===== src/hw/rtl/msf_pkg.sv =====
// msf_pkg: shared types, codes and rate tables for the mp3 stream framer
// depends on nothing

package msf_pkg;

  localparam int unsigned WindowBytesDef = 10;
  localparam int unsigned LenW = 29;

  typedef enum logic [1:0] {
    KIND_SKIP  = 2'd0,
    KIND_ID3V2 = 2'd1,
    KIND_ID3V1 = 2'd2,
    KIND_AUDIO = 2'd3
  } seg_kind_t;

  typedef enum logic [2:0] {
    ST_LOAD,
    ST_EVAL,
    ST_DIV,
    ST_EMIT
  } ctl_state_t;

  // controller to datapath
  typedef struct packed {
    logic      load;      // write accepted byte into window
    logic      eval;      // judge window head
    logic      div_start; // begin frame length division
    logic      div_step;  // one restoring step
    logic      emit;      // release head byte
  } dp_cmd_t;

  // datapath to controller
  typedef struct packed {
    logic      empty;
    logic      in_seg;
    logic      wait_more; // head needs more lookahead
    logic      need_div;  // valid audio header, length pending
    logic      div_done;
    logic      last_held; // only one byte held
  } dp_sts_t;

  localparam logic [7:0] ChI = 8'h49;
  localparam logic [7:0] ChD = 8'h44;
  localparam logic [7:0] Ch3 = 8'h33;
  localparam logic [7:0] ChT = 8'h54;
  localparam logic [7:0] ChA = 8'h41;
  localparam logic [7:0] ChG = 8'h47;
  localparam logic [7:0] ChFF = 8'hFF;

  function automatic logic [8:0] rate_kbps(input logic v1, input logic [1:0] lay,
                                           input logic [3:0] bri);
    logic [8:0] r;
    r = 9'd0;
    if (v1) begin
      case (lay)
        2'd1: case (bri)
            4'd1: r = 9'd32;   4'd2: r = 9'd64;   4'd3: r = 9'd96;   4'd4: r = 9'd128;
            4'd5: r = 9'd160;  4'd6: r = 9'd192;  4'd7: r = 9'd224;  4'd8: r = 9'd256;
            4'd9: r = 9'd288;  4'd10: r = 9'd320; 4'd11: r = 9'd352; 4'd12: r = 9'd384;
            4'd13: r = 9'd416; 4'd14: r = 9'd448; default: r = 9'd0;
          endcase
        2'd2: case (bri)
            4'd1: r = 9'd32;   4'd2: r = 9'd48;   4'd3: r = 9'd56;   4'd4: r = 9'd64;
            4'd5: r = 9'd80;   4'd6: r = 9'd96;   4'd7: r = 9'd112;  4'd8: r = 9'd128;
            4'd9: r = 9'd160;  4'd10: r = 9'd192; 4'd11: r = 9'd224; 4'd12: r = 9'd256;
            4'd13: r = 9'd320; 4'd14: r = 9'd384; default: r = 9'd0;
          endcase
        default: case (bri)
            4'd1: r = 9'd32;   4'd2: r = 9'd40;   4'd3: r = 9'd48;   4'd4: r = 9'd56;
            4'd5: r = 9'd64;   4'd6: r = 9'd80;   4'd7: r = 9'd96;   4'd8: r = 9'd112;
            4'd9: r = 9'd128;  4'd10: r = 9'd160; 4'd11: r = 9'd192; 4'd12: r = 9'd224;
            4'd13: r = 9'd256; 4'd14: r = 9'd320; default: r = 9'd0;
          endcase
      endcase
    end else begin
      if (lay == 2'd1) begin
        case (bri)
          4'd1: r = 9'd32;   4'd2: r = 9'd48;   4'd3: r = 9'd56;   4'd4: r = 9'd64;
          4'd5: r = 9'd80;   4'd6: r = 9'd96;   4'd7: r = 9'd112;  4'd8: r = 9'd128;
          4'd9: r = 9'd144;  4'd10: r = 9'd160; 4'd11: r = 9'd176; 4'd12: r = 9'd192;
          4'd13: r = 9'd224; 4'd14: r = 9'd256; default: r = 9'd0;
        endcase
      end else begin
        case (bri)
          4'd1: r = 9'd8;    4'd2: r = 9'd16;   4'd3: r = 9'd24;   4'd4: r = 9'd32;
          4'd5: r = 9'd40;   4'd6: r = 9'd48;   4'd7: r = 9'd56;   4'd8: r = 9'd64;
          4'd9: r = 9'd80;   4'd10: r = 9'd96;  4'd11: r = 9'd112; 4'd12: r = 9'd128;
          4'd13: r = 9'd144; 4'd14: r = 9'd160; default: r = 9'd0;
        endcase
      end
    end
    return r;
  endfunction

  function automatic logic [15:0] sample_hz(input logic [1:0] ver, input logic [1:0] sri);
    logic [15:0] s;
    s = 16'd0;
    case (ver)
      2'd3: case (sri)
          2'd0: s = 16'd44100; 2'd1: s = 16'd48000; default: s = 16'd32000;
        endcase
      2'd2: case (sri)
          2'd0: s = 16'd22050; 2'd1: s = 16'd24000; default: s = 16'd16000;
        endcase
      default: case (sri)
          2'd0: s = 16'd11025; 2'd1: s = 16'd12000; default: s = 16'd8000;
        endcase
    endcase
    return s;
  endfunction

endpackage


===== src/hw/rtl/msf_ctrl.sv =====
// msf_ctrl: sequencing state machine of the mp3 stream framer
// depends on msf_pkg

module msf_ctrl import msf_pkg::*; (
  input  logic     clk,
  input  logic     rst_n,
  input  logic     in_valid,
  output logic     in_stall,
  input  logic     slot_free,
  input  dp_sts_t  sts,
  output dp_cmd_t  cmd,
  output logic     push
);

  ctl_state_t state_r, state_nxt;

  always_ff @(posedge clk) begin
    if (!rst_n) state_r <= ST_LOAD;
    else        state_r <= state_nxt;
  end

  always_comb begin
    state_nxt = state_r;
    cmd = '0;
    push = 1'b0;
    in_stall = (state_r != ST_LOAD);
    case (state_r)
      ST_LOAD: begin
        if (in_valid) begin
          cmd.load = 1'b1;
          state_nxt = ST_EVAL;
        end
      end
      ST_EVAL: begin
        if (sts.empty || (!sts.in_seg && sts.wait_more)) begin
          state_nxt = ST_LOAD;
        end else if (!sts.in_seg && sts.need_div) begin
          cmd.div_start = 1'b1;
          state_nxt = ST_DIV;
        end else begin
          cmd.eval = 1'b1;
          state_nxt = ST_EMIT;
        end
      end
      ST_DIV: begin
        cmd.div_step = 1'b1;
        if (sts.div_done) state_nxt = ST_EMIT;
      end
      ST_EMIT: begin
        // segment start already latched, release head when output slot is free
        if (slot_free) begin
          cmd.emit = 1'b1;
          push = 1'b1;
          state_nxt = sts.last_held ? ST_LOAD : ST_EVAL;
        end
      end
      default: state_nxt = ST_LOAD;
    endcase
  end

`ifndef SYNTH
  a_no_load_when_busy: assert property (@(posedge clk) disable iff (!rst_n)
    state_r != ST_LOAD |-> in_stall) else $error("input taken while busy");
  a_emit_needs_slot: assert property (@(posedge clk) disable iff (!rst_n)
    cmd.emit |-> slot_free) else $error("emit into full slot");
  a_div_then_emit: assert property (@(posedge clk) disable iff (!rst_n)
    (state_r == ST_DIV && sts.div_done) |=> state_r == ST_EMIT)
    else $error("division result lost");
`endif

endmodule


===== src/hw/rtl/msf_dp.sv =====
// msf_dp: lookahead window, header checks, segment counters and length divider
// depends on msf_pkg

module msf_dp import msf_pkg::*; #(
  parameter int unsigned WINDOW_BYTES = WindowBytesDef
) (
  input  logic            clk,
  input  logic            rst_n,
  input  dp_cmd_t         cmd,
  input  logic [7:0]      in_data_byte,
  output dp_sts_t         sts,
  output logic [7:0]      head_byte,
  output logic [1:0]      emit_kind,
  output logic            emit_first,
  output logic            emit_last,
  output logic [LenW-1:0] emit_len,
  output logic            emit_run_end
);

  localparam int unsigned CntW = $clog2(WINDOW_BYTES + 1);
  localparam int unsigned IdxW = $clog2(WINDOW_BYTES);
  localparam logic [CntW-1:0] Full = CntW'(WINDOW_BYTES);
  localparam logic [CntW-1:0] One = CntW'(1);

  logic [7:0]      win_r [WINDOW_BYTES];
  logic [CntW-1:0] cnt_r;
  logic            in_seg_r;
  logic [1:0]      kind_r;
  logic [LenW-1:0] rem_r, len_r;

  // divider: quotient of 18-bit-scaled numerator by sample rate
  logic [27:0] num_r;
  logic [15:0] den_r;
  logic [16:0] part_r;
  logic [27:0] quo_r;
  logic [4:0]  step_r;
  logic        lay1_r, pad_r;

  assign head_byte = win_r[0];

  logic [7:0] b1, b2;
  logic [1:0] ver, layb;
  logic [3:0] bri;
  logic [1:0] sri;
  logic       audio_ok;
  logic       id3_ok, tag_ok;
  logic [LenW-1:0] id3_len;
  logic [8:0] br;
  logic [17:0] mulc;

  always_comb begin
    b1 = win_r[1];
    b2 = win_r[2];
    ver = b1[4:3];
    layb = b1[2:1];
    bri = b2[7:4];
    sri = b2[3:2];
    audio_ok = (b1[7:5] == 3'b111) && (ver != 2'd1) && (layb != 2'd0) &&
               (bri != 4'd0) && (bri != 4'd15) && (sri != 2'd3);
    // layer number: 4 - layb, encoded 1..3
    br = rate_kbps(ver == 2'd3, 2'd3 - (layb - 2'd1), bri);
    if (layb == 2'd3)      mulc = 18'd12000;
    else if (layb == 2'd1 && ver != 2'd3) mulc = 18'd72000;
    else                   mulc = 18'd144000;
    id3_ok = (win_r[1] == ChD) && (win_r[2] == Ch3) &&
             !(win_r[6][7] | win_r[7][7] | win_r[8][7] | win_r[9][7]);
    id3_len = LenW'({win_r[6][6:0], win_r[7][6:0], win_r[8][6:0], win_r[9][6:0]}) +
              LenW'(10) + (win_r[5][4] ? LenW'(10) : LenW'(0));
    tag_ok = (win_r[1] == ChA) && (win_r[2] == ChG);
  end

  always_comb begin
    sts.empty = (cnt_r == '0);
    sts.in_seg = in_seg_r;
    sts.last_held = (cnt_r == One);
    sts.wait_more = 1'b0;
    sts.need_div = 1'b0;
    if (win_r[0] == ChI)       sts.wait_more = cnt_r < CntW'(10);
    else if (win_r[0] == ChT)  sts.wait_more = cnt_r < CntW'(3);
    else if (win_r[0] == ChFF) begin
      sts.wait_more = cnt_r < CntW'(4);
      sts.need_div = !sts.wait_more && audio_ok;
    end
    sts.div_done = (step_r == 5'd0);
  end

  logic [16:0] trial;
  logic [LenW-1:0] alen;
  always_comb begin
    trial = {part_r[15:0], num_r[27]} - {1'b0, den_r};
    alen = lay1_r ? LenW'({quo_r[26:0], 2'b00} + {pad_r, 2'b00})
                  : LenW'(quo_r) + LenW'(pad_r);
  end

  always_ff @(posedge clk) begin
    if (cmd.load && cnt_r != Full) win_r[cnt_r[IdxW-1:0]] <= in_data_byte;
    if (cmd.div_start) begin
      num_r <= 28'(mulc) * 28'(br);
      den_r <= sample_hz(ver, sri);
      part_r <= '0;
      quo_r <= '0;
      lay1_r <= (layb == 2'd3);
      pad_r <= b2[1];
    end else if (cmd.div_step && step_r != 5'd0) begin
      if (!trial[16]) part_r <= trial;
      else            part_r <= {part_r[15:0], num_r[27]};
      quo_r <= {quo_r[26:0], !trial[16]};
      num_r <= {num_r[26:0], 1'b0};
    end
    if (cmd.eval && !in_seg_r) begin
      if (win_r[0] == ChI && id3_ok) begin
        kind_r <= KIND_ID3V2; len_r <= id3_len; rem_r <= id3_len;
      end else if (win_r[0] == ChT && tag_ok) begin
        kind_r <= KIND_ID3V1; len_r <= LenW'(128); rem_r <= LenW'(128);
      end else begin
        kind_r <= KIND_SKIP; len_r <= LenW'(1); rem_r <= LenW'(1);
      end
    end else if (cmd.div_step && step_r == 5'd0) begin
      kind_r <= KIND_AUDIO; len_r <= alen; rem_r <= alen;
    end else if (cmd.emit && rem_r != '0) begin
      rem_r <= rem_r - LenW'(1);
    end
    if (cmd.emit) begin
      for (int i = 0; i < WINDOW_BYTES - 1; i++) win_r[i] <= win_r[i + 1];
      win_r[WINDOW_BYTES-1] <= '0;
    end
  end

  logic [CntW-1:0] cnt_after;
  logic            next_waits;
  always_comb begin
    emit_kind = kind_r;
    emit_first = (rem_r == len_r);
    emit_last = (rem_r <= LenW'(1));
    emit_len = len_r;
    cnt_after = cnt_r - One;
    next_waits = 1'b0;
    if (win_r[1] == ChI)       next_waits = cnt_after < CntW'(10);
    else if (win_r[1] == ChT)  next_waits = cnt_after < CntW'(3);
    else if (win_r[1] == ChFF) next_waits = cnt_after < CntW'(4);
    // run ends when the window drains or, at a segment's last byte, the next head has to wait for lookahead
    emit_run_end = (cnt_after == '0) || ((rem_r <= LenW'(1)) && next_waits);
  end

  always_ff @(posedge clk) begin
    if (!rst_n) begin
      cnt_r <= '0;
      in_seg_r <= 1'b0;
      step_r <= '0;
    end else begin
      if (cmd.load && cnt_r != Full) cnt_r <= cnt_r + One;
      else if (cmd.emit)             cnt_r <= cnt_r - One;
      if (cmd.div_start) step_r <= 5'd28;
      else if (cmd.div_step && step_r != 5'd0) step_r <= step_r - 5'd1;
      if ((cmd.eval && !in_seg_r) || (cmd.div_step && step_r == 5'd0)) in_seg_r <= 1'b1;
      else if (cmd.emit && rem_r <= LenW'(1)) in_seg_r <= 1'b0;
    end
  end

`ifndef SYNTH
  a_cnt_bound: assert property (@(posedge clk) disable iff (!rst_n)
    cnt_r <= Full) else $error("window count overflow");
  a_emit_nonempty: assert property (@(posedge clk) disable iff (!rst_n)
    cmd.emit |-> cnt_r != '0) else $error("emit from empty window");
  a_emit_in_seg: assert property (@(posedge clk) disable iff (!rst_n)
    cmd.emit |-> in_seg_r) else $error("emit outside segment");
`endif

endmodule


===== src/hw/rtl/mp3_stream_framer_core.sv =====
// mp3_stream_framer_core: top level of the mp3 stream framer
// depends on msf_pkg, msf_ctrl, msf_dp

// Byte-serial MPEG audio framer: each accepted byte enters a lookahead window
// and every byte leaves exactly once, in order, tagged with its segment
// (skipped, ID3v2, ID3v1, audio frame). A byte is loaded in ST_LOAD, then the
// window head is judged in ST_EVAL and each released byte goes out in
// ST_EMIT; the input is stalled outside ST_LOAD. An audio header adds a
// restoring division of bitrate times scale by sample rate in ST_DIV, and a
// stalled output holds the release. Bytes still held at end of stream stay
// in the window. No memory clearing pass is needed.

module mp3_stream_framer_core import msf_pkg::*; #(
  parameter int unsigned WINDOW_BYTES = WindowBytesDef
) (
  input  logic            clk,
  input  logic            rst_n,
  input  logic            in_valid,
  output logic            in_stall,
  input  logic [7:0]      in_data_byte,
  output logic            out_valid,
  input  logic            out_stall,
  output logic [7:0]      out_out_byte,
  output logic [1:0]      out_segment_kind,
  output logic            out_segment_first,
  output logic            out_segment_last,
  output logic [LenW-1:0] out_segment_length,
  output logic            out_last_of_run
);

  dp_cmd_t cmd;
  dp_sts_t sts;
  logic push, slot_free;
  logic [7:0] hb;
  logic [1:0] ek;
  logic ef, el, erun;
  logic [LenW-1:0] elen;
  logic out_valid_r;

  assign slot_free = !out_valid_r || !out_stall;

  msf_ctrl u_ctrl (
    .clk, .rst_n, .in_valid, .in_stall, .slot_free, .sts, .cmd, .push
  );

  msf_dp #(.WINDOW_BYTES(WINDOW_BYTES)) u_dp (
    .clk, .rst_n, .cmd, .in_data_byte, .sts, .head_byte(hb),
    .emit_kind(ek), .emit_first(ef), .emit_last(el), .emit_len(elen),
    .emit_run_end(erun)
  );

  always_ff @(posedge clk) begin
    if (!rst_n) out_valid_r <= 1'b0;
    else if (push) out_valid_r <= 1'b1;
    else if (!out_stall) out_valid_r <= 1'b0;
  end

  always_ff @(posedge clk) begin
    if (push) begin
      out_out_byte <= hb;
      out_segment_kind <= ek;
      out_segment_first <= ef;
      out_segment_last <= el;
      out_segment_length <= elen;
      // run ends when window drains, or when the segment ends and next head would wait
      out_last_of_run <= erun;
    end
  end

  assign out_valid = out_valid_r;

`ifndef SYNTH
  a_hold: assert property (@(posedge clk) disable iff (!rst_n)
    (out_valid && out_stall) |=> out_valid) else $error("request dropped");
  a_no_overwrite: assert property (@(posedge clk) disable iff (!rst_n)
    push |-> slot_free) else $error("result overwritten");
  a_single_side: assert property (@(posedge clk) disable iff (!rst_n)
    (in_valid && !in_stall) |-> !push) else $error("load during release");
`endif

endmodule

===== config.mk =====
export PLATFORM = sky130hd
export DESIGN_NAME = mp3_stream_framer_core
export DESIGN_NICKNAME = d
export VERILOG_FILES = /design/src/hw/rtl/msf_pkg.sv /design/src/hw/rtl/msf_ctrl.sv /design/src/hw/rtl/msf_dp.sv /design/src/hw/rtl/mp3_stream_framer_core.sv
export SDC_FILE = /design/constraint.sdc
export NUM_CORES = 1
export LEC_CHECK = 0
export ABC_AREA = 1
export BUFFER_PORTS_ARGS = -buffer_cell sky130_fd_sc_hd__buf_2
export CAP_MARGIN = 25
export CORE_UTILIZATION = 55
export DETAILED_ROUTE_END_ITERATION = 10
export GPL_ROUTABILITY_DRIVEN = 0
export GPL_TIMING_DRIVEN = 0
export PLACE_DENSITY_LB_ADDON = 0.3
export RECOVER_POWER = 25
export SLEW_MARGIN = 30
export SYNTH_ARGS = -nofsm -noshare
export SYNTH_HDL_FRONTEND = slang
export SYNTH_SLANG_ARGS = --single-unit

===== constraint.sdc =====
create_clock -name clk -period 13.5 [get_ports clk]
set_input_delay 0.675 -clock clk [delete_from_list [all_inputs] [get_ports clk]]
set_output_delay 0.675 -clock clk [all_outputs]
set_load 0.01 [all_outputs]

==> results of run 1 <==
[power by group through the flow]
stage | clock network [W] | logic [W] | registers (W)
floorplan | 0 | 0.000716 | 0.00114
global placement | 0 | 0.000913 | 0.00117
detailed placement | 0 | 0.000947 | 0.00117
CTS | 0.000826 | 0.000960 | 0.00115
global route | 0.000858 | 0.00109 | 0.00117
finish | 0.000821 | 0.000969 | 0.00116
[logic make-up after synthesis]
family,after synthesis
fa+ha+maj,116
compound gates,210
other cells,2
xor+xnor,84
flops,275
buf+inv,370
simple gates,1308
[worst paths after layout]
| kind | cells after the start | end | slack, ps | from |
|---|---|---|---|---|
| setup / recovery | 30 | u_dp.num_r[26] | 7740 | u_dp.win_r[2][5] |
| hold reg to reg | 0 | out_segment_kind[0] | 430 | u_dp.emit_kind[0] |
| setup reg to reg | 30 | u_dp.num_r[26] | 7740 | u_dp.win_r[2][5] |
| hold / removal | 3 | u_dp.in_seg_r | 380 | rst_n |
[through the flow]
step / hold slack, ps / instances / power [W]
final: 384 / 2920 / 0.00295
after global routing: 413 / 2920 / 0.00312
after CTS: 372 / 2919 / 0.00294
after detailed placement: 409 / 2863 / 0.00212
after global placement: 415 / 2862 / 0.00208
after floorplan: 400 / 2365 / 0.00186
[tightest hold or removal path: stages]
cell and delay (ps):
buf_2 150, nand2_1 80, inv_1 30
[metal layers]
layer | GRT usage, % | vias up
li1 | - | 7854
met5 | 0 | -
met4 | 9.70 | 0
met2 | 46.6 | 833
met1 | 39.2 | 7569
met3 | 4.45 | 112
[layout by cell type, fill, tap and decap left out, drive strengths merged, types with 35 or more instances in the layout]
cell type,instances
o21ai,133
a21oi,50
inv,309
dfxtp,58
fa,35
ha,81
nor2,226
nand2,756
edfxtp,217
xor2,53
buf,42
clkbuf,112
nand3,239
[flip-flops by register name, indices dropped and copies added (netlist names), 2 cells and up]
register,flops
u_dp.quo_r,28
out_segment_kind,2
out_out_byte,8
out_segment_length,29
u_dp.rem_r,29
u_dp.emit_len,29
u_dp.emit_kind,2
u_dp.num_r,20
u_ctrl.state_r,2
u_dp.step_r,5
u_dp.cnt_r,4
u_dp.den_r,14
u_dp.part_r,16
u_dp.win_r,80
[area by class of cell]
cell class | instances | area (um^2)
Fill cell | 2854 | 12500
Buffer | 62 | 322
Timing Repair Buffer | 56 | 240
Inverter | 308 | 1160
Sequential cell | 275 | 7680
Multi-Input combinational cell | 1720 | 9130
Clock inverter | 20 | 191
Antenna cell | 1 | 2.50
Clock buffer | 36 | 805
Tap cell | 442 | 553
==> metrics.yaml, run 1 <==
setup_path:
  cp-end-kind: "flip-flop"
  critPathMaxFanout: 8
  critical_path.most_common_cell: "nand2_1"
  critPathTopFamily: "adder cells"
  crit_path_top_delay_cell: "edfxtp_1"
  arrival_ps: 6080
  path_class: "flip-flop to flip-flop"
  critical_path_buf_inv_count: 6
  max_stage_delay_ps: 520
  critPathLaunchType: "flip-flop"
  cp.required_ps: 13830
sta:
  fin_skew_ps: 38.3
  fin_ws_ps: 7740
  worstMarginPinSlew_ps: 865
  finalCriticalPeriod_ps: 5760
  final_max_slew_viol_count: 0
  finalHoldViolations: 0
  finalCritPeriodShare_pct: 42.6
  setup-violations-final: 0
  final.setup.tns_ps: 0
  rsz0062_at_grt: "no"
  max_freq_mhz: 174
  slew_headroom_pct: 41.9
global_route:
  grt_use_total_pct: 28.7
  grt_max_degree: 36
  grt_pass1_wl_um: 77100
  overflow: 0
  grt_pass1_vias: 15400
  grt_antenna_before_repair: 1
layout:
  drive_gt1_share_pct: 4.97
  stdcell_area_um2: 20100
  final_util_pct: 61.6
  nets: 2581
  area_growth_pct: 9.76
route:
  antenna_left: 0
  drt_pass1_iterations: 9
  wl_met1_um: 20300
  num_vias: 16400
  drtIter0Drc: 1856
  highest_layer: "met4"
  wl_per_cell_um: 16.6
  routed_wl_um: 48500
  drc: 0
  routed_via_density: 5.61
  route.met3.wl_um: 4580
  wl_met2_um: 22200
clock_network:
  cts.sinks: 275
  cts_tree: "built"
  cts_setup_buffers: 0
  clk_latency_ps: 600
  clockRootBuffer: "clkbuf_16"
  cts_buffer_depth: 3
  clk_pin_slew_ps: 70
  htreeDepth: 1
  postCtsResizedCells: 0
  cts_made_buffers: 30
  ctsHoldBuffers: 0
floorplan:
  dieHeight_um: 184
  die_w_um: 184
  coreArea_um2: 32600
  start_util_pct: 56.1
  fp.dieArea_um2: 34000
  row_count: 66
  boundaryPins: 56
yosys:
  netlist_instances: 2365
  synth_xor_xnor_area_share_pct: 4.02
  synth_area_leaders: "edfxtp_1 36%, nand2_1 15%, nand3_1 6.5%, dfxtp_1 6.3%, inv_1 6.2%"
  synthSimpleGateAreaFrac_pct: 30.3
  ys_warn_count: 0
  synth_area_um2: 18300
  synth_top_family_by_area: "simple AND/OR/NAND/NOR gates"
  syn_nets: 2493
  synthAdderAreaFrac_pct: 9.37
  synth_cell_types: 55
  yosys_register_bits: 275
  synth-compound-area-share_pct: 6.16
  synth_top_area_share_pct: 35.6
  async_flop_share_pct: 0
  ys_seq_area_share_pct: 42.0
  synthTopCellsByCount: "751 x nand2_1, 302 x inv_1, 237 x nand3_1, 217 x edfxtp_1, 216 x nor2_1"
  synth_top_area_cell: "edfxtp_1"
  synth_ff_type: "edfxtp_1"
  synth_mux_area_share_pct: 0
  avgSynthCellArea_um2: 7.73
  synth_most_common_cell: "nand2_1"
  synth-edff-count: 217
power_and_ir_drop:
  power_density_nw_per_um2: 147
  swShare_pct: 36.7
  leakage_nw: 9.11
  p_clk_share_pct: 27.9
  power_frac_comb_pct: 32.9
  intPower_w: 0.00187
  ir_worst_vdd_mv: 0.129
  netSwitchingPower_w: 0.00108
  pwr-share-seq_pct: 39.2
min_path:
  hold_path.class: "input port to flip-flop"
outcome:
  status: "completed"
placement:
  dp_slack_ps: 7780
  port_buffers: 55
  placed_cell_area_um2: 19200
  hpwl_um: 37500
run:
  maxCapViolations: 0
(Power assumes the default switching activity.)
==> run 2, diff against run 1 <==
clock period = 5.38 ns   (was 13.5 ns; I/O delays follow)
==> metrics.yaml, run 2 (synthesis gave the netlist of run 1 again) <==
setup_path:
  critPathLaunchType: "flip-flop"  # unchanged
  rrSetupSlack_ps: 240  # was 7740 ps
  critical_path.most_common_cell: "nand2_1"  # unchanged
  path_class: "flip-flop to flip-flop"  # unchanged
  r2r-start: "u_dp.win_r[2][6]"  # was u_dp.win_r[2][5]
  max_stage_delay_ps: 500  # was 520 ps
  cp-end-kind: "flip-flop"  # unchanged
  cp.required_ps: 5710  # was 13830 ps
  crit_path_top_delay_cell: "fa_1"  # was edfxtp_1
  arrival_ps: 5470  # was 6080 ps
  crit_start: "u_dp.win_r[2][6]"  # was u_dp.win_r[2][5]
  critPathMaxFanout: 10  # was 8
power_and_ir_drop:
  power_density_nw_per_um2: 368  # was 147 nW/um^2
  ir_worst_vdd_mv: 0.323  # was 0.129 mV
  leakage_nw: 9.21  # was 9.11 nW
layout:
  nets: 2592  # was 2581
  final_common_cell: "nand2_1"  # unchanged
  area_growth_pct: 11.0  # was 9.76%
  drive_gt1_share_pct: 7.36  # was 4.97%
  top_register: "u_dp.win_r"  # unchanged
  antenna_cells: 0  # was 1
  final_util_pct: 62.3  # was 61.6%
  final_cell_mix: "745 x nand2_1, 299 x inv_1, 237 x nand3_1"  # was 751 x nand2_1, 303 x inv_1, 237 x nand3_1
  largest_reg_flops: 80  # unchanged
  fillers: 2828  # was 2854
sta:
  worstMarginPinSlew_ps: 842  # was 865 ps
  max_freq_mhz: 194  # was 174 MHz
  rsz0062_at_grt: "yes"  # was no
  fin_ws_ps: 237  # was 7740 ps
  final_max_slew_viol_count: 0  # unchanged
  finalHoldViolations: 0  # unchanged
  finalCritPeriodShare_pct: 95.6  # was 42.6%
  fin_skew_ps: 37.0  # was 38.3 ps
  setup-violations-final: 0  # unchanged
  finalCriticalPeriod_ps: 5140  # was 5760 ps
  slew_headroom_pct: 43.5  # was 41.9%
floorplan:
  start_util_pct: 56.1  # unchanged
  row_count: 66  # unchanged
  die_w_um: 184  # unchanged
  fp.dieArea_um2: 34000  # unchanged
  boundaryPins: 56  # unchanged
  coreArea_um2: 32600  # unchanged
  dieHeight_um: 184  # unchanged
clock_network:
  clk_pin_slew_ps: 60  # was 70 ps
  clockRootBuffer: "clkbuf_16"  # unchanged
  cts.sinks: 275  # unchanged
  cts_buffer_depth: 3  # unchanged
  cts_made_buffers: 30  # unchanged
  cts_tree: "built"  # unchanged
  htreeDepth: 1  # unchanged
  clk_latency_ps: 600  # about the same
route:
  drt_pass1_iterations: 6  # was 9
  antenna_left: 0  # unchanged
  wl_per_cell_um: 16.7  # was 16.6 um
  drc: 0  # unchanged
  routed_via_density: 5.62  # was 5.61
  routed_wl_um: 48800  # was 48500 um
  num_vias: 16500  # was 16400
  drtIter0Drc: 1839  # was 1856
global_route:
  grt_pass1_vias: 15400  # about the same
  grt_use_total_pct: 28.9  # was 28.7%
  grt_antenna_before_repair: 0  # was 1
  grt_pass1_wl_um: 77400  # was 77100 um
  overflow: 0  # unchanged
  grt_max_degree: 36  # unchanged
run:
  maxCapViolations: 0  # unchanged
outcome:
  status: "completed"  # unchanged
placement:
  port_buffers: 55  # unchanged
  hpwl_um: 37500  # unchanged
  dp_slack_ps: -338  # was 7780 ps
min_path:
  hp-start: "in_valid"  # was rst_n
  hold_path.class: "input port to flip-flop"  # unchanged
-- run 2: cell count changes in the layout (fill, tap and decap cells not counted), sizes merged --
| cell | change |
|---|---|
| clkbuf | -16 |
| buf | +26 |
| diode | -1 |
| clkinv | -1 |
| dlygate4sd3 | +1 |
| inv | +1 |
-- run 2: path summary, 6_finish.rpt --
kind / to / depth (start not counted)
worst max-delay path: u_dp.num_r[26] / 25
worst min-delay path: u_ctrl.state_r[1] / 3
worst max register to register: u_dp.num_r[26] / 25
worst min register to register: out_segment_kind[0] / 0
-- run 2: power breakdown --
part | leakage (nW) | total [W] | switching, W | internal (W)
Combinational | 6.27 | 0.00251 | 0.00161 | 0.000905
Clock | 0.480 | 0.00205 | 0.000882 | 0.00117
Sequential | 2.46 | 0.00290 | 0.000248 | 0.00265
Total | 9.21 | 0.00747 | 0.00274 | 0.00473
-- run 2: routing by layer --
layer  wire (um)  part of all wire, %  vias up  global-route usage (%)
met1       20300                   42     7586                    39.3
met3        4700                  9.6      138                    4.45
met5           0                    0        -                       0
met2       22400                   46      854                    47.1
li1            -                    -     7882                       -
met4        1500                  3.1        0                    9.40
-- run 2: stage by stage --
step	TNS, ps	power [W]	std cells	cell area, um^2	hold WS [ps]
2_1_floorplan	0	0.00466	2365	18300	367
3_3_place_gp	-534	0.00522	2862	19100	415
3_5_place_dp	-1180	0.00531	2863	19200	409
4_1_cts	0	0.00738	2926	20200	65.8
5_1_grt	-43.9	0.00789	2930	20300	87.3
6_report	0	0.00747	2930	20300	91.3
-- run 2: cell type report --
type | instances | area, um^2 | area share (%)
repair buffers | 67 | 335 | 1.65
clock buffers | 36 | 805 | 3.96
well taps | 442 | 553 | 2.72
multi-input cells | 1720 | 9240 | 45.5
flip-flops and latches | 275 | 7680 | 37.8
inverters | 308 | 1160 | 5.71
clock inverters | 20 | 191 | 0.943
plain buffers | 62 | 343 | 1.69
-- run 2: worst max-delay path: cells and delay by family, from the launching register on --
| family | cells | cell delay (ps) |
|---|---|---|
| DFF | 1 | 390 |
| and+or+nand+nor | 12 | 1190 |
| adders and majority gates | 5 | 2140 |
| buffers and inverters | 4 | 670 |
| AOI/OAI and AO/OA | 4 | 490 |
-- run 2: repair_timing --
action,CTS,global route
endpoints found under the setup margin,7,10
hold buffers,1,0
resized for setup,3,43
setup buffers,6,4
pin swaps,1,3
hold endpoints to repair,2,0
==> run 3, diff against run 2 <==
clock period = 4.2 ns   (was 5.38 ns; I/O delays follow)
==> metrics.yaml, run 3 (synthesis gave the netlist of run 1 again) <==
floorplan:
  dieHeight_um: 184  # unchanged
  die_w_um: 184  # unchanged
  fp.dieArea_um2: 34000  # unchanged
  row_count: 66  # unchanged
  boundaryPins: 56  # unchanged
  coreArea_um2: 32600  # unchanged
  start_util_pct: 56.1  # unchanged
power_and_ir_drop:
  pwr-share-seq_pct: 34.8  # was 38.8%
  power_frac_comb_pct: 42.0  # was 33.7%
  leakage_nw: 9.40  # was 9.21 nW
  p_total_w: 0.0107  # was 0.00747 W
  netSwitchingPower_w: 0.00403  # was 0.00274 W
  p_clk_share_pct: 23.3  # was 27.5%
  intPower_w: 0.00667  # was 0.00473 W
  power_density_nw_per_um2: 506  # was 368 nW/um^2
  ir_worst_vdd_mv: 0.397  # was 0.323 mV
  swShare_pct: 37.7  # was 36.7%
route:
  route.met3.wl_um: 5020  # was 4700 um
  drc: 0  # unchanged
  drt_pass1_iterations: 6  # unchanged
  antenna_left: 0  # unchanged
  drtIter0Drc: 1952  # was 1839
  wl_met1_um: 20600  # was 20300 um
  highest_layer: "met4"  # unchanged
  routed_via_density: 5.71  # was 5.62
  wl_met2_um: 23400  # was 22400 um
  routed_wl_um: 51100  # was 48800 um
  wl_per_cell_um: 17.3  # was 16.7 um
  num_vias: 16900  # was 16500
sta:
  fin_ws_ps: -852  # was 237 ps
  max_freq_mhz: 198  # was 194 MHz
  rsz0062_at_grt: "yes"  # unchanged
  finalCritPeriodShare_pct: 120  # was 95.6%
  final_max_slew_viol_count: 0  # unchanged
  finalHoldViolations: 0  # unchanged
  setup-violations-final: 14  # was 0
  finalCriticalPeriod_ps: 5050  # was 5140 ps
  worstMarginPinSlew_ps: 865  # was 842 ps
  fin_skew_ps: 50.5  # was 37.0 ps
  slew_headroom_pct: 41.9  # was 43.5%
global_route:
  overflow: 0  # unchanged
  grt_max_degree: 35  # was 36
  grt_pass1_wl_um: 79600  # was 77400 um
  grt_use_total_pct: 29.8  # was 28.9%
  grt_pass1_vias: 15600  # was 15400
  grt_antenna_before_repair: 0  # unchanged
run:
  maxCapViolations: 0  # unchanged
setup_path:
  cp-end-kind: "flip-flop"  # unchanged
  max_stage_delay_ps: 570  # was 500 ps
  crit_path_cell_trace: "ha_2 -> nor2_1 -> nand2_1 -> nand2_1 -> o2111ai_2 -> and2_4 -> nor2_4 -> inv_2 -> fa_1 -> inv_1 -> fa_1 -> fa_1 -> ha_4 -> ha_4 -> nand3_1 -> nand2_2 -> nand2_1 -> nand2_2 -> a21oi_4 -> or2_4 -> nand3_2 -> nand2_1"
  critical_path.most_common_cell: "nand2_1"  # unchanged
  path_class: "flip-flop to flip-flop"  # unchanged
  critPathMaxFanout: 5  # was 10
  cp.required_ps: 4510  # was 5710 ps
  critical_path_buf_inv_count: 2  # was 4
  crit_path_top_delay_cell: "fa_1"  # unchanged
  arrival_ps: 5360  # was 5470 ps
  critPathLaunchType: "flip-flop"  # unchanged
  critPathTopFamily: "adder cells"  # unchanged
min_path:
  hold_path.class: "input port to flip-flop"  # unchanged
layout:
  area_growth_pct: 15.7  # was 11.0%
  final_cell_mix: "725 x nand2_1, 288 x inv_1, 219 x nand3_1"  # was 745 x nand2_1, 299 x inv_1, 237 x nand3_1
  stdcell_area_um2: 21200  # was 20300 um^2
  drive_gt1_share_pct: 12.3  # was 7.36%
  fillers: 2637  # was 2828
  nets: 2626  # was 2592
  top_register: "u_dp.win_r"  # unchanged
  largest_reg_flops: 80  # unchanged
  final_common_cell: "nand2_1"  # unchanged
  antenna_cells: 0  # unchanged
clock_network:
  clk_latency_ps: 590  # was 600 ps
  cts_tree: "built"  # unchanged
  cts.sinks: 275  # unchanged
  clockRootBuffer: "clkbuf_16"  # unchanged
  cts_buffer_depth: 3  # unchanged
  clk_pin_slew_ps: 60  # about the same
  htreeDepth: 1  # unchanged
  cts_made_buffers: 30  # unchanged
outcome:
  status: "finished with violations"  # was completed
  violations: "negative setup slack"
placement:
  placed_cell_area_um2: 19400  # was 19200 um^2
  hpwl_um: 37500  # about the same
  port_buffers: 55  # unchanged
run 3: changes by cell type in the layout (fill, tap and decap cells not counted), moves of 10 or more:
cell     before  now
ha_4          1   22
nand3_2       1   19
inv_1       299  288
ha_1         77   57
nand3_1     237  219
nand2_1     745  725
a21oi_1      49   37
buf_2        38   28
buf_4        16   44
nand2_2      10   24
run 3: metrics by stage:
step                util (%)  setup TNS [ps]  hold slack [ps]  setup WS [ps]  std cells
floorplan                  -           -2640              308           -380       2365
global placement        59.4          -10310              411           -932       2862
detailed placement      59.5          -11830              408          -1030       2863
CTS                     64.1           -5830             37.4           -537       2948
global route            64.9          -11250             86.5           -938       2961
finish                  64.9           -9530             50.1           -852       2961
run 3: layout make-up:
class | instances | area, um^2 | share of cell area (%)
multi-input cells | 1720 | 9870 | 46.6
flip-flops and latches | 275 | 7680 | 36.3
inverters | 308 | 1170 | 5.53
clock buffers | 37 | 787 | 3.72
repair buffers | 101 | 608 | 2.87
well taps | 442 | 553 | 2.61
plain buffers | 62 | 363 | 1.71
clock inverters | 16 | 141 | 0.668
run 3: power by group through the flow:
stage               registers, W  logic [W]  clock network [W]
floorplan                0.00367    0.00271                  0
global placement         0.00376    0.00339                  0
detailed placement       0.00376    0.00349                  0
CTS                      0.00371    0.00400            0.00251
global route             0.00375    0.00489            0.00262
finish                   0.00372    0.00449            0.00249
run 3: worst min-delay path: stages:
cell and delay (ps):
buf_2 90, nand2_1 180, a21oi_1 100
run 3: per-layer routing:
metal  track usage, %  vias up
met5                0        -
met4             11.6        0
met3             4.47      195
met2             47.8      957
met1             40.4     7797
li1                 -     7946
run 3: path summary, 6_finish.rpt:
check                                       start             endpoint  slack [ps]  cells past startpoint
worst min register to register  u_dp.emit_kind[0]  out_segment_kind[0]         420                      0
worst min-delay path                    out_stall            out_valid          50                      3
worst max-delay path             u_dp.win_r[2][4]       u_dp.num_r[21]        -850                     22
worst max register to register   u_dp.win_r[2][4]       u_dp.num_r[21]        -850                     22
run 3: what timing repair did:
action	4_1_cts	5_1_grt
setup endpoints to repair	15	14
hold endpoints to repair	5	0
gates resized for setup	96	47
hold buffers	1	0
pin swaps	58	26
setup buffers	31	13
